**src/rtl/core/cbad_pkg.sv**
```systemverilog
`default_nettype none

package cbad_pkg;

	localparam int unsigned ADDR_W = 24;
	localparam int unsigned OFFS_W = 23;
	localparam int unsigned DATA_W = 8;
	localparam int unsigned CFG_W = 24;
	localparam int unsigned ROMSZ_W = 24;
	localparam int unsigned SMASK_W = 20;

	localparam logic [7:0] BANK_WRAM_LO = 8'h7E;
	localparam logic [7:0] BANK_WRAM_HI = 8'h7F;
	localparam logic [6:0] BANK_SRAM_LO = 7'h70;
	localparam logic [6:0] BANK_SRAM_HI = 7'h7D;
	localparam logic [15:0] OFS_IO_LO = 16'h2100;
	localparam logic [15:0] OFS_IO_HI = 16'h6000;
	localparam logic [15:0] OFS_LOWRAM_END = 16'h2000;

	typedef enum logic [1:0] {
		MAP_LOROM   = 2'd0,
		MAP_HIROM   = 2'd1,
		MAP_EXHIROM = 2'd2,
		MAP_NONE    = 2'd3
	} map_mode_t;

	typedef enum logic [1:0] {
		REG_MAP_MODE     = 2'd0,
		REG_ROM_BYTES    = 2'd1,
		REG_SRAM_PRESENT = 2'd2,
		REG_SRAM_MASK    = 2'd3
	} reg_index_t;

	typedef enum logic [2:0] {
		TGT_WRAM  = 3'd0,
		TGT_ROM   = 3'd1,
		TGT_SRAM  = 3'd2,
		TGT_IO    = 3'd3,
		TGT_OPEN  = 3'd4,
		TGT_ROMWR = 3'd5
	} target_t;

	typedef struct packed {
		map_mode_t            map_mode;
		logic [ROMSZ_W-1:0]   rom_bytes;
		logic                 sram_present;
		logic [SMASK_W-1:0]   sram_mask;
	} cfg_t;

	typedef struct packed {
		logic [ADDR_W-1:0] bus_address;
		logic              is_read;
		logic [DATA_W-1:0] write_data;
	} access_t;

	typedef struct packed {
		target_t           target;
		logic [OFFS_W-1:0] phys_offset;
		logic              write_enable;
		logic [DATA_W-1:0] write_data_out;
	} result_t;

endpackage

`default_nettype wire

```
**src/rtl/core/cbad_ifs.sv**
```systemverilog
`default_nettype none

interface cbad_in_if;
	logic                         valid;
	logic                         ready;
	logic [cbad_pkg::ADDR_W-1:0] bus_address;
	logic                         is_read;
	logic [cbad_pkg::DATA_W-1:0] write_data;

	modport source (output valid, output bus_address, output is_read, output write_data,
		input ready);
	modport sink (input valid, input bus_address, input is_read, input write_data,
		output ready);
endinterface

interface cbad_out_if;
	logic                         valid;
	logic                         ready;
	cbad_pkg::target_t            target;
	logic [cbad_pkg::OFFS_W-1:0] phys_offset;
	logic                         write_enable;
	logic [cbad_pkg::DATA_W-1:0] write_data_out;

	modport source (output valid, output target, output phys_offset, output write_enable,
		output write_data_out, input ready);
	modport sink (input valid, input target, input phys_offset, input write_enable,
		input write_data_out, output ready);
endinterface

`default_nettype wire

```
**src/rtl/core/cbad_cfg_regs.sv**
```systemverilog
`default_nettype none

module cbad_cfg_regs (
	input  wire logic                       clk,
	input  wire logic                       arst_n,
	input  wire logic                       cfg_write_en,
	input  wire cbad_pkg::reg_index_t       cfg_index,
	input  wire logic [cbad_pkg::CFG_W-1:0] cfg_data,
	output cbad_pkg::cfg_t                  cfg
);

	cbad_pkg::cfg_t cfg_q;

	always_ff @(posedge clk or negedge arst_n) begin
		if (!arst_n) begin
			cfg_q.map_mode     <= cbad_pkg::MAP_NONE;
			cfg_q.rom_bytes    <= '0;
			cfg_q.sram_present <= 1'b0;
			cfg_q.sram_mask    <= '0;
		end else if (cfg_write_en) begin
			unique case (cfg_index)
				cbad_pkg::REG_MAP_MODE: begin
					cfg_q.map_mode <= cbad_pkg::map_mode_t'(cfg_data[1:0]);
				end
				cbad_pkg::REG_ROM_BYTES: begin
					cfg_q.rom_bytes <= cfg_data[cbad_pkg::ROMSZ_W-1:0];
				end
				cbad_pkg::REG_SRAM_PRESENT: begin
					cfg_q.sram_present <= cfg_data[0];
				end
				cbad_pkg::REG_SRAM_MASK: begin
					cfg_q.sram_mask <= cfg_data[cbad_pkg::SMASK_W-1:0];
				end
				default: begin
				end
			endcase
		end
	end

	assign cfg = cfg_q;

endmodule

`default_nettype wire

```
**src/rtl/core/cbad_decode.sv**
```systemverilog
`default_nettype none

module cbad_decode (
	input  wire cbad_pkg::cfg_t    cfg,
	input  wire cbad_pkg::access_t acc,
	output cbad_pkg::result_t      res
);

	logic [7:0]                   bank;
	logic [6:0]                   rb;
	logic [15:0]                  ofs;
	logic                         wram_bank;
	logic                         io_range;
	logic                         rom_sel;
	logic [cbad_pkg::OFFS_W-1:0]  rom_off;
	logic [cbad_pkg::SMASK_W-1:0] sram_raw;
	cbad_pkg::target_t            tgt;
	logic [cbad_pkg::OFFS_W-1:0]  off;
	logic                         we;

	assign bank      = acc.bus_address[23:16];
	assign rb        = bank[6:0];
	assign ofs       = acc.bus_address[15:0];
	assign wram_bank = (bank == cbad_pkg::BANK_WRAM_LO) || (bank == cbad_pkg::BANK_WRAM_HI);
	assign io_range  = (ofs >= cbad_pkg::OFS_IO_LO) && (ofs < cbad_pkg::OFS_IO_HI);

	always_comb begin
		tgt      = cbad_pkg::TGT_OPEN;
		off      = '0;
		rom_sel  = 1'b0;
		rom_off  = '0;
		sram_raw = '0;
		unique case (cfg.map_mode)
			cbad_pkg::MAP_LOROM: begin
				if (wram_bank) begin
					tgt = cbad_pkg::TGT_WRAM;
					off = {6'd0, acc.bus_address[16:0]};
				end else if (ofs[15]) begin
					rom_sel = 1'b1;
					rom_off = {1'b0, rb, ofs[14:0]};
				end else if (!rb[6]) begin
					if (ofs < cbad_pkg::OFS_LOWRAM_END) begin
						tgt = cbad_pkg::TGT_WRAM;
						off = {7'd0, ofs};
					end else if (io_range) begin
						tgt = cbad_pkg::TGT_IO;
						off = {7'd0, ofs};
					end
				end else if ((rb >= cbad_pkg::BANK_SRAM_LO) && (rb <= cbad_pkg::BANK_SRAM_HI)
					&& cfg.sram_present) begin
					sram_raw = {1'b0, rb[3:0], ofs[14:0]};
					tgt      = cbad_pkg::TGT_SRAM;
					off      = {3'd0, sram_raw & cfg.sram_mask};
				end
			end
			cbad_pkg::MAP_HIROM, cbad_pkg::MAP_EXHIROM: begin
				if (wram_bank) begin
					tgt = cbad_pkg::TGT_WRAM;
					off = {6'd0, acc.bus_address[16:0]};
				end else if (rb[6]) begin
					rom_sel = 1'b1;
					rom_off = {(cfg.map_mode == cbad_pkg::MAP_EXHIROM) && !bank[7], rb[5:0], ofs};
				end else if (ofs[15]) begin
					rom_sel = 1'b1;
					rom_off = {1'b0, bank[5:0], ofs};
				end else if (ofs < cbad_pkg::OFS_LOWRAM_END) begin
					tgt = cbad_pkg::TGT_WRAM;
					off = {7'd0, ofs};
				end else if (io_range) begin
					tgt = cbad_pkg::TGT_IO;
					off = {7'd0, ofs};
				end else if ((ofs >= cbad_pkg::OFS_IO_HI) && cfg.sram_present) begin
					sram_raw = {2'd0, bank[4:0], ofs[12:0]};
					tgt      = cbad_pkg::TGT_SRAM;
					off      = {3'd0, sram_raw & cfg.sram_mask};
				end
			end
			default: begin
			end
		endcase

		if (rom_sel && ({1'b0, rom_off} < cfg.rom_bytes)) begin
			tgt = acc.is_read ? cbad_pkg::TGT_ROM : cbad_pkg::TGT_ROMWR;
			off = rom_off;
		end
	end

	assign we = !acc.is_read && ((tgt == cbad_pkg::TGT_WRAM) || (tgt == cbad_pkg::TGT_SRAM)
		|| (tgt == cbad_pkg::TGT_IO));

	assign res.target         = tgt;
	assign res.phys_offset    = off;
	assign res.write_enable   = we;
	assign res.write_data_out = we ? acc.write_data : '0;

endmodule

`default_nettype wire

```
**src/rtl/core/cartridge_bus_address_decoder_unit.sv**
```systemverilog
// Cartridge bus address decoder.
// Channel in carries one bus access per transfer: 24-bit address, read flag
// and write byte. Channel out carries one decode result per access: target
// region, offset inside it, write enable and the write byte passed through.
// Both channels transfer on a clock edge with valid and ready high.
// The configuration port writes map mode, ROM size, save RAM presence and
// save RAM mask; write it only while no access is in flight.
// A result is offered on out once its access has passed the input register,
// the decode logic and the result register.
// The unit accepts one access per cycle while out does not stall.
// When out stalls, both stages hold and in.ready drops once both are full;
// ready returns in the cycle out takes its result.
// Reset clears both stage valids and loads map mode unmapped, so every
// access decodes as open bus until configured.
`default_nettype none

module cartridge_bus_address_decoder_unit (
	input  wire logic                       clk,
	input  wire logic                       arst_n,
	cbad_in_if.sink                         in,
	cbad_out_if.source                      out,
	input  wire logic                       cfg_write_en,
	input  wire logic [1:0]                 cfg_index,
	input  wire logic [cbad_pkg::CFG_W-1:0] cfg_data
);

	cbad_pkg::cfg_t    cfg;
	cbad_pkg::access_t acc_s1;
	cbad_pkg::result_t res_comb;
	cbad_pkg::result_t res_s2;
	logic              valid_s1;
	logic              valid_s2;
	logic              adv_s2;
	logic              adv_s1;

	cbad_cfg_regs u_cfg (
		.clk          (clk),
		.arst_n       (arst_n),
		.cfg_write_en (cfg_write_en),
		.cfg_index    (cbad_pkg::reg_index_t'(cfg_index)),
		.cfg_data     (cfg_data),
		.cfg          (cfg)
	);

	cbad_decode u_decode (
		.cfg (cfg),
		.acc (acc_s1),
		.res (res_comb)
	);

	assign adv_s2   = !valid_s2 || out.ready;
	assign adv_s1   = !valid_s1 || adv_s2;
	assign in.ready = adv_s1;

	always_ff @(posedge clk or negedge arst_n) begin
		if (!arst_n) begin
			valid_s1 <= 1'b0;
			valid_s2 <= 1'b0;
		end else begin
			if (adv_s1) begin
				valid_s1 <= in.valid;
			end
			if (adv_s2) begin
				valid_s2 <= valid_s1;
			end
		end
	end

	always_ff @(posedge clk) begin
		if (adv_s1 && in.valid) begin
			acc_s1.bus_address <= in.bus_address;
			acc_s1.is_read     <= in.is_read;
			acc_s1.write_data  <= in.write_data;
		end
		if (adv_s2 && valid_s1) begin
			res_s2 <= res_comb;
		end
	end

	assign out.valid          = valid_s2;
	assign out.target         = res_s2.target;
	assign out.phys_offset    = res_s2.phys_offset;
	assign out.write_enable   = res_s2.write_enable;
	assign out.write_data_out = res_s2.write_data_out;

endmodule

`default_nettype wire

```
**src/flat_wrapper.sv**
```systemverilog
// flat-port wrapper written by rule: the top's interface ports become plain ports
module cartridge_bus_address_decoder_unit_flat 
  (clk, arst_n, cfg_write_en, cfg_index, cfg_data, in_valid, in_bus_address, in_is_read, in_write_data, in_ready, out_valid, out_target, out_phys_offset, out_write_enable, out_write_data_out, out_ready);
  cbad_in_if in_i ();
  cbad_out_if out_i ();
  input  wire logic clk;
  input  wire logic arst_n;
  input  wire logic cfg_write_en;
  input  wire logic [1:0] cfg_index;
  input  wire logic [cbad_pkg::CFG_W-1:0] cfg_data;
  input wire logic [$bits(in_i.valid)-1:0] in_valid;
  input wire logic [$bits(in_i.bus_address)-1:0] in_bus_address;
  input wire logic [$bits(in_i.is_read)-1:0] in_is_read;
  input wire logic [$bits(in_i.write_data)-1:0] in_write_data;
  output wire logic [$bits(in_i.ready)-1:0] in_ready;
  output wire logic [$bits(out_i.valid)-1:0] out_valid;
  output wire logic [$bits(out_i.target)-1:0] out_target;
  output wire logic [$bits(out_i.phys_offset)-1:0] out_phys_offset;
  output wire logic [$bits(out_i.write_enable)-1:0] out_write_enable;
  output wire logic [$bits(out_i.write_data_out)-1:0] out_write_data_out;
  input wire logic [$bits(out_i.ready)-1:0] out_ready;
  assign in_i.valid = in_valid;
  assign in_i.bus_address = in_bus_address;
  assign in_i.is_read = in_is_read;
  assign in_i.write_data = in_write_data;
  assign in_ready = in_i.ready;
  assign out_valid = out_i.valid;
  assign out_target = out_i.target;
  assign out_phys_offset = out_i.phys_offset;
  assign out_write_enable = out_i.write_enable;
  assign out_write_data_out = out_i.write_data_out;
  assign out_i.ready = out_ready;
  cartridge_bus_address_decoder_unit u_core (.clk(clk), .arst_n(arst_n), .in(in_i), .out(out_i), .cfg_write_en(cfg_write_en), .cfg_index(cfg_index), .cfg_data(cfg_data));
endmodule
```
**config.mk**
```make
export PLATFORM = sky130hd
export DESIGN_NAME = cartridge_bus_address_decoder_unit_flat
export DESIGN_NICKNAME = d
export VERILOG_FILES = /design/src/rtl/core/cbad_pkg.sv /design/src/rtl/core/cbad_ifs.sv /design/src/rtl/core/cbad_cfg_regs.sv /design/src/rtl/core/cbad_decode.sv /design/src/rtl/core/cartridge_bus_address_decoder_unit.sv /design/src/flat_wrapper.sv
export SDC_FILE = /design/constraint.sdc
export NUM_CORES = 1
export LEC_CHECK = 0
export BUFFER_PORTS_ARGS = -buffer_cell sky130_fd_sc_hd__buf_2
export CORE_ASPECT_RATIO = 1.2
export CORE_MARGIN = 1
export CORE_UTILIZATION = 30
export CTS_CLUSTER_DIAMETER = 120
export DETAILED_ROUTE_END_ITERATION = 8
export SYNTH_ARGS = -nofsm -noshare
export SYNTH_HDL_FRONTEND = slang
export SYNTH_HIERARCHICAL = 1
export SYNTH_SLANG_ARGS = --single-unit
export TNS_END_PERCENT = 5
```
**constraint.sdc**
```tcl
create_clock -name clk -period 4.3 [get_ports clk]
set_input_delay 0.86 -clock clk [delete_from_list [all_inputs] [get_ports clk]]
set_output_delay 0.86 -clock clk [all_outputs]
set_load 0.005 [all_outputs]
```
== Word level (Yosys, flattened, before mapping) ==
Cells that the tools add are included.

* Bitwise gates (word level): 2
* Equality and inequality tests: 9
* Magnitude comparators: 7
* Muxes and demuxes: 40
* Reduce and logical (&&, ||, !) cells: 26

{| class="wikitable"
|+ Operators with widths
! kind !! count
|-
| $mux W20 || 7
|-
| $mux W23 || 6
|-
| $pmux W23 S2 || 2
|-
| $mux W22 || 3
|-
| $mux W3 || 14
|-
| $mux W15 || 2
|-
| $lt A23 B24 Y1 || 1
|-
| $and A18 B20 Y20 || 1
|-
| $and A19 B20 Y20 || 1
|-
| $eq A8 B7 Y1 const B || 2
|-
| $ge A16 B14 Y1 const B || 1
|-
| $ge A16 B15 Y1 const B || 1
|-
| $lt A16 B14 Y1 const B || 1
|-
| $lt A16 B15 Y1 const B || 1
|-
| $logic_and A1 B1 Y1 || 9
|-
| $reduce_and A2 Y1 || 4
|-
| $ge A7 B7 Y1 const B || 1
|-
| $le A7 B7 Y1 const B || 1
|-
| $eq A2 B2 Y1 const B || 3
|-
| $eq A3 B2 Y1 const B || 2
|-
| $pmux W3 S2 || 1
|-
| $logic_or A1 B1 Y1 || 5
|-
| $eq A2 B1 Y1 const B || 2
|-
| $logic_not A1 Y1 || 4
|-
| 5 further kinds || 9
|}

* Bits in registers: 117
* Word-level logic and storage cells: 97
* Output and inout bits: 37
* Input bits: 64

== Depth between registers and ports, before layout ==
Gate-level depths: netlist (run 1).

* Depth after elaboration: 14
* Depth in mapped cells: 15
* Gate-level depth less buffers: 13

== Hierarchy ==
The synthesis (run 1) kept the hierarchy.

{| class="wikitable"
|+ Modules (own cells, without submodules)
! module !! cells an instance !! instances !! sequential area each (sq um) !! area each (sq um)
|-
| cartridge_bus_address_decoder_unit || 76 || 1 || 2092.0 || 2145.8
|-
| cbad_cfg_regs || 102 || 1 || 1178.6 || 1864.3
|-
| cbad_decode || 261 || 1 || 0.0 || 1686.6
|}

== Worst setup path after synthesis (run 1) ==
OpenSTA, ideal clock, no wires.

* Path type: register to register
* Start: register u_core.u_cfg.cfg_q (netlist bit u_core/u_cfg/cfg[45])
* End: register u_core.res_s2 (netlist bit u_core/out.phys_offset[16]), data pin
* Arrival: 3326 ps
* Cell stages (with the launch flop): 16
* Clock period less this slack: 3586 ps
* Path slack: 714 ps
* Library setup time: 260 ps
* Buffers on the path: 3
* Data required time: 4040 ps
* Cell sequence: dfstp_2 > inv_1 > ha_1 > clkbuf_2 > o21ai_1 > a221oi_4 > clkbuf_1 > and2_1 > ha_1 > a21o_1 > a21o_1 > a211oi_1 > o31ai_1 > a31o_2 > buf_6 > mux2_4

{| class="wikitable"
|+ RTL lines
! what !! RTL line !! RTL
|-
| start, declared || cbad_cfg_regs.sv:12 || <nowiki>cbad_pkg::cfg_t cfg_q;</nowiki>
|-
| end signal, assigned || cartridge_bus_address_decoder_unit.sv:76 || <nowiki>res_s2 <= res_comb;</nowiki>
|-
| end, declared || cartridge_bus_address_decoder_unit.sv:30 || <nowiki>cbad_pkg::result_t res_s2;</nowiki>
|}

==> results of run 1 <==
[metal layers]
| layer | track usage [%] | part of all wire, % |
|---|---|---|
| met1 | 18.9 | 44 |
| met2 | 26.4 | 51 |
| met3 | 2.98 | 3.7 |
| met4 | 6.35 | 1.9 |
| met5 | 0 | 0 |
[how the worst min path moves through the flow]
stage,from,end,slack (ns),cells after the start
after floorplan,u_core/u_cfg/cfg[21],u_core/u_cfg/cfg[21],0.47,1
after global placement,u_core/u_cfg/cfg[9],u_core/u_cfg/cfg[9],0.48,1
after detailed placement,u_core/u_cfg/cfg[7],u_core/u_cfg/cfg[7],0.49,1
after CTS,u_core/u_cfg/cfg[7],u_core/u_cfg/cfg[7],0.50,1
after global routing,u_core/u_cfg/cfg[7],u_core/u_cfg/cfg[7],0.52,1
final,u_core/u_cfg/cfg[8],u_core/u_cfg/cfg[8],0.50,1
[registers in the layout (all words and copies together), names as in the netlist]
| signal | flops |
|---|---|
| u_core/out.valid | 1 |
| u_core/acc_s1 | 33 |
| u_core/u_cfg/cfg | 46 |
| u_core/out.phys_offset | 23 |
| u_core/valid_s1 | 1 |
| u_core/out.write_enable | 1 |
| u_core/out.write_data_out | 8 |
| u_core/out.target | 3 |
[layout make-up]
cell class	instances	share of cell area, %
Clock buffer	22	6.76
Multi-Input combinational cell	276	31.4
Tap cell	252	4.48
Sequential cell	116	46.1
Clock inverter	10	2.17
Inverter	28	1.49
Timing Repair Buffer	104	7.54
[repair_timing]
item                                    4_1_cts  5_1_grt
endpoints found under the setup margin        0        1
gates resized for setup                       0        1
hold endpoints to repair                      0        0
[power groups by stage]
stage / Sequential, mW / Combinational [mW] / Clock, mW
6_report: 1.45 / 0.710 / 1.51
5_1_grt: 1.47 / 0.791 / 1.58
4_1_cts: 1.45 / 0.714 / 1.54
3_3_place_gp: 1.47 / 0.688 / 0
3_5_place_dp: 1.47 / 0.704 / 0
2_1_floorplan: 1.44 / 0.484 / 0
[worst max-delay path, delay by kind of cell, from the launching register on]
family / cells / cell delay, ns
DFF: 1 / 0.54
muxes: 1 / 0.33
buffers and inverters: 2 / 0.30
adders and majority gates: 2 / 0.68
and+or+nand+nor: 1 / 0.16
AOI/OAI and AO/OA: 7 / 1.59
==> impl_results.md, run 1 <==
* Status: complete, no violations
* Post-synthesis area per instance at 13.0 µm²
* Final setup margin at 0.433 ns
* Finished Core Util at 38.4%
* Initial DRT Pass Iterations at 4
* Hpwl dp at 9.85 mm
* Dpl cells at 776
* Number of setup buffers added after CTS at 0
* Port bufs at 100
* Setup crit start kind: flip-flop
* Via count at 3824
* Detailed-route DRC error count at 0
* Clock slew seen by the registers of the worst setup and hold paths at 0.06 ns
* Post-Route WL at 14.0 mm
* Internal at 2.70 mW
* Synth warn at 6
* DR vias/cell at 4.73
* Flop-to-flop setup slack at 0.43 ns
* CTS tree: done
* Clock Skew at 0.00949 ns
* Die Height at 152 µm
* Commonest non-fill, non-tap cell in the layout: buf_2
* First-pass GRT wire length at 22.5 mm
* # clock sinks at 116
* CTS Buffer Depth at 2
* Die X at 127 µm
* Area of the multi-input gates at 0.00221 mm²
* Number of max-cap violations at 0
* Final setup fails at 0
* Critical-path maximum fanout at 21
* Switch Pwr at 964 µW
* Min-Delay Path Class: flip-flop to flip-flop
* Comb power frac at 19.4%
* Share of cells above drive strength 1 at 34.7%
* Clk pwr share at 41.1%
* CP Data Arrival Time at 4.03 ns
* Post-route setup TNS at 0 ns
* CTS H-tree depth at 4
* Number of global-route vias before repair at 4082
* Die area at 0.0194 mm²
* Worst reg2reg startpoint: u_core/u_cfg/cfg[45]
* Worst Setup EP: u_core/out.phys_offset[16]
* Crit end category: flip-flop
* Slew HR at 23.8%
* Area growth syn-to-layout at 24.3%
* Final Cell Area at 0.00704 mm²
* Tmin final at 3.87 ns
* CP Launch Point: u_core/u_cfg/cfg[45]
* Post-synthesis cell area at 0.00566 mm²
* Critical Path RT at 4.47 ns
* Final Power at 3.67 mW
* Gr usage total at 15.4%
* Core box area at 0.0183 mm²
* Crit share post-route at 89.9%
* Antenna-violating nets left at 0
* Total grt overflow at 0
* Hold_ws at 0.499 ns
* Pleak at 3.09 nW
* Unrepaired setup endpoints after global routing: no
* CTS Root Cell: clkbuf_16
* Synthesized instance count at 437
* Largest net degree at the start of global routing at 49
* Worst r2r dst: u_core/out.phys_offset[16]
* Peak VDD IR at 0.291 mV
* Starting Density at 30.9%
* Total Nets Final at 632
* CP Class: flip-flop to flip-flop
* R2R cell count at 13
* Fill cells at 1802
* Sw Ratio at 26.3%
* Power per standard cell area at 521 mW/mm²
* Final Instance Count excl. Fillers at 808
* Sequential share of power at 39.6%
* F_max at 0.259 GHz
* Max-slew violations at 0
* WL/cell at 17.3 µm
* Slowest cell delay on critical path at 0.54 ns
* Ant diodes at 0
* # hold bufs at CTS at 0
* Endpoints failing hold at 0
* Most frequent cells in the layout: buf_2, edfxtp_1, dfrtp_1, inv_1, and2_1
* Crit-path cells: inv_1 > ha_1 > o21ai_1 > a221oi_4 > buf_4 > and2_1 > ha_1 > a21o_1 > a21o_1 > a211oi_1 > o31ai_1 > a31o_4 > mux2_4
* Placement Setup Slack at 0.354 ns
* FF/Latch Area at 0.00325 mm²
* Placed cell area at 0.00640 mm²
* Cell row count at 54
* Initial antenna violation count at 0
* Num CTS Buffers at 17
* Initial drt markers at 188
* Critical path's slowest cell: dfstp_2
* I/O Pins at 101
* Clk_lat worst skew at 0.42 ns
* Routability cong. at 0.828
* Mapped Nets at 526
* Worst slew pin tran at 1.14 ns
Power figures use the tool's default switching activity.
==> run 2: changes to the inputs <==
--- a/config.mk
+++ b/config.mk
@@ -9,6 +9,7 @@
 export CORE_ASPECT_RATIO = 1.2
 export CORE_MARGIN = 1
 export CORE_UTILIZATION = 30
+export CTS_BUF_LIST = sky130_fd_sc_hd__clkbuf_16
 export CTS_CLUSTER_DIAMETER = 120
 export DETAILED_ROUTE_END_ITERATION = 8
 export SYNTH_ARGS = -nofsm -noshare
==> run 2 against run 1 <==
Compared with the run above: register-to-register slack barely moved; power fell by 0.73%; count of clock-buffer cells in the layout fell by 4.
==> impl_results.md, run 2 (synthesis gave the netlist of run 1 again) <==
* Sequential share of power at 39.8% (+0.2 points)
* First-pass GRT wire length at 22.5 mm (unchanged)
* Clk_lat worst skew at 0.42 ns (about the same)
* Min-Delay Path Class: flip-flop to flip-flop
* CP Class: flip-flop to flip-flop
* Unrepaired setup endpoints after global routing: no
* Flop-to-flop setup slack at 0.43 ns (about the same)
* F_max at 0.258 GHz (about the same)
* Max-slew violations at 0 (unchanged)
* Initial drt markers at 187 (-0.53%)
* Total Nets Final at 632 (unchanged)
* Port bufs at 100 (unchanged)
* # hold bufs at CTS at 0 (unchanged)
* Internal at 2.68 mW (-0.93%)
* Most frequent cells in the layout: buf_2, edfxtp_1, dfrtp_1, inv_1, and2_1
* CTS Buffer Depth at 2 (unchanged)
* Ant diodes at 0 (unchanged)
* Commonest non-fill, non-tap cell in the layout: buf_2
* Endpoints failing hold at 0 (unchanged)
* Final setup fails at 0 (unchanged)
* Buf+Inv Stages, Crit Path at 2 (unchanged)
* Core box area at 0.0183 mm² (unchanged)
* Max reg flops at 46 (unchanged)
* Num CTS Buffers at 17 (unchanged)
* Routability cong. at 0.828 (unchanged)
* Die area at 0.0194 mm² (unchanged)
* CTS tree: done
* Clock slew seen by the registers of the worst setup and hold paths at 0.06 ns (about the same)
* Worst slew pin tran at 1.13 ns (-0.00954 ns)
* Clk pwr share at 40.7% (-0.4 points)
* Peak VDD IR at 0.291 mV (about the same)
* Starting Density at 30.9% (unchanged)
* Via count at 3841 (+0.44%)
* Cell row count at 54 (unchanged)
* Worst reg2reg startpoint: u_core/u_cfg/cfg[45]
* Die X at 127 µm (unchanged)
* CP Data Arrival Time at 4.04 ns (about the same)
* Hold Path Sink: u_core/u_cfg/cfg[8]
* Final Power at 3.64 mW (-0.73%)
* Sw Ratio at 26.5% (+0.15 points)
* Clock Skew at 0.0101 ns (+0.000574 ns)
* Antenna-violating nets left at 0 (unchanged)
* Crit share post-route at 90.0% (about the same)
* Die Height at 152 µm (unchanged)
* Critical Path RT at 4.47 ns (about the same)
* Worst Min Path Start: u_core/u_cfg/cfg[8]
* Number of setup buffers added after CTS at 0 (unchanged)
* Gr usage total at 15.4% (unchanged)
* Post-Route WL at 14.0 mm (+0.11%)
* Comb power frac at 19.5% (about the same)
* Number of global-route vias before repair at 4082 (unchanged)
* Tmin final at 3.87 ns (+0.00239 ns)
* Crit-path cells: inv_1 > ha_1 > o21ai_1 > a221oi_4 > buf_4 > and2_1 > ha_1 > a21o_1 > a21o_1 > a211oi_1 > o31ai_1 > a31o_4 > mux2_4
* Worst r2r dst: u_core/out.phys_offset[16]
* Hold path depth at 1 (unchanged)
* WL/cell at 17.3 µm (+0.11%)
* CTS Root Cell: clkbuf_16
* Initial DRT Pass Iterations at 4 (unchanged)
* I/O Pins at 101 (unchanged)
* Area growth syn-to-layout at 24.1%
* CTS H-tree depth at 4 (unchanged)
* DR vias/cell at 4.75 (+0.44%)
* Number of max-cap violations at 0 (unchanged)
* Critical path's slowest cell: dfstp_2
* # clock sinks at 116 (unchanged)
* Setup crit start kind: flip-flop
* Power per standard cell area at 518 mW/mm² (-0.59%)
* Slew HR at 24.5% (+0.64 points)
* Post-route setup TNS at 0 ns (unchanged)
* Crit end category: flip-flop
* Largest net degree at the start of global routing at 49 (unchanged)
* Switch Pwr at 963 µW (-0.15%)
* Critical-path maximum fanout at 21 (unchanged)
* Status: complete, no violations
* Slowest cell delay on critical path at 0.54 ns (about the same)
* Share of cells above drive strength 1 at 34.5% (-0.18 points)
* Kind of cell adding the most delay to the critical path: compound AO/OA/AOI/OAI gates
* Pleak at 3.09 nW (+0.22%)
* Hpwl dp at 9.85 mm (unchanged)
* Detailed-route DRC error count at 0 (unchanged)
* Total grt overflow at 0 (unchanged)
* R2R cell count at 13 (unchanged)
* Initial antenna violation count at 0 (unchanged)
==> run 2: changes by cell type in the layout (fill, tap and decap cells not counted), sizes merged <==
| cell | before | now |
|---|---|---|
| clkbuf | 22 | 18 |
| inv | 28 | 31 |
| clkinv | 6 | 7 |
==> run 2: layout make-up <==
| cell class | count | area, µm² |
|---|---|---|
| Sequential cell | 116 | 3250 |
| Clock buffer | 18 | 450 |
| Inverter | 28 | 105 |
| Multi-Input combinational cell | 276 | 2210 |
| Clock inverter | 14 | 168 |
| Fill cell | 1803 | 11300 |
| Tap cell | 252 | 315 |
| Timing Repair Buffer | 104 | 531 |
==> run 2: through the flow <==
| step | area (µm²) | util [%] | hold WS, ns | std cells | worst slack (ns) |
|---|---|---|---|---|---|
| floorplan | 5660 | - | 0.472 | 437 | 0.714 |
| global placement | 6400 | 35.0 | 0.482 | 776 | 0.412 |
| detailed placement | 6400 | 35.0 | 0.489 | 776 | 0.354 |
| CTS | 7020 | 38.3 | 0.502 | 808 | 0.301 |
| global route | 7030 | 38.4 | 0.516 | 808 | 0.111 |
| finish | 7030 | 38.4 | 0.499 | 808 | 0.431 |
==> run 2: timing repair <==
action,CTS,global route
resized for setup,0,1
hold endpoints to repair,0,0
setup endpoints to repair,0,1
==> run 2: how the worst max path moves through the flow <==
stage | end | from | cells past startpoint | slack [ns]
after floorplan | u_core/out.phys_offset[16] | u_core/u_cfg/cfg[45] | 15 | 0.71
after global placement | u_core/out.phys_offset[18] | u_core/u_cfg/cfg[45] | 13 | 0.41
after detailed placement | u_core/out.phys_offset[17] | u_core/u_cfg/cfg[45] | 13 | 0.35
after CTS | u_core/out.phys_offset[17] | u_core/u_cfg/cfg[45] | 13 | 0.30
after global routing | u_core/out.phys_offset[15] | u_core/u_cfg/cfg[45] | 13 | 0.11
final | u_core/out.phys_offset[16] | u_core/u_cfg/cfg[45] | 13 | 0.43
==> run 2: power by group through the flow <==
stage	combinational (mW)	sequential, mW	clock [mW]
after detailed placement	0.704	1.47	0
after floorplan	0.484	1.44	0
after global placement	0.688	1.47	0
after CTS	0.714	1.45	1.51
final	0.710	1.45	1.48
after global routing	0.791	1.47	1.56
==> run 2: layer usage <==
metal | routed length [µm] | global-route usage [%] | vias up
met4 | 266 | 6.35 | 0
met5 | 0 | 0 | -
met2 | 7010 | 26.4 | 106
met1 | 6180 | 18.9 | 1894
met3 | 509 | 2.98 | 20
li1 | - | - | 1821
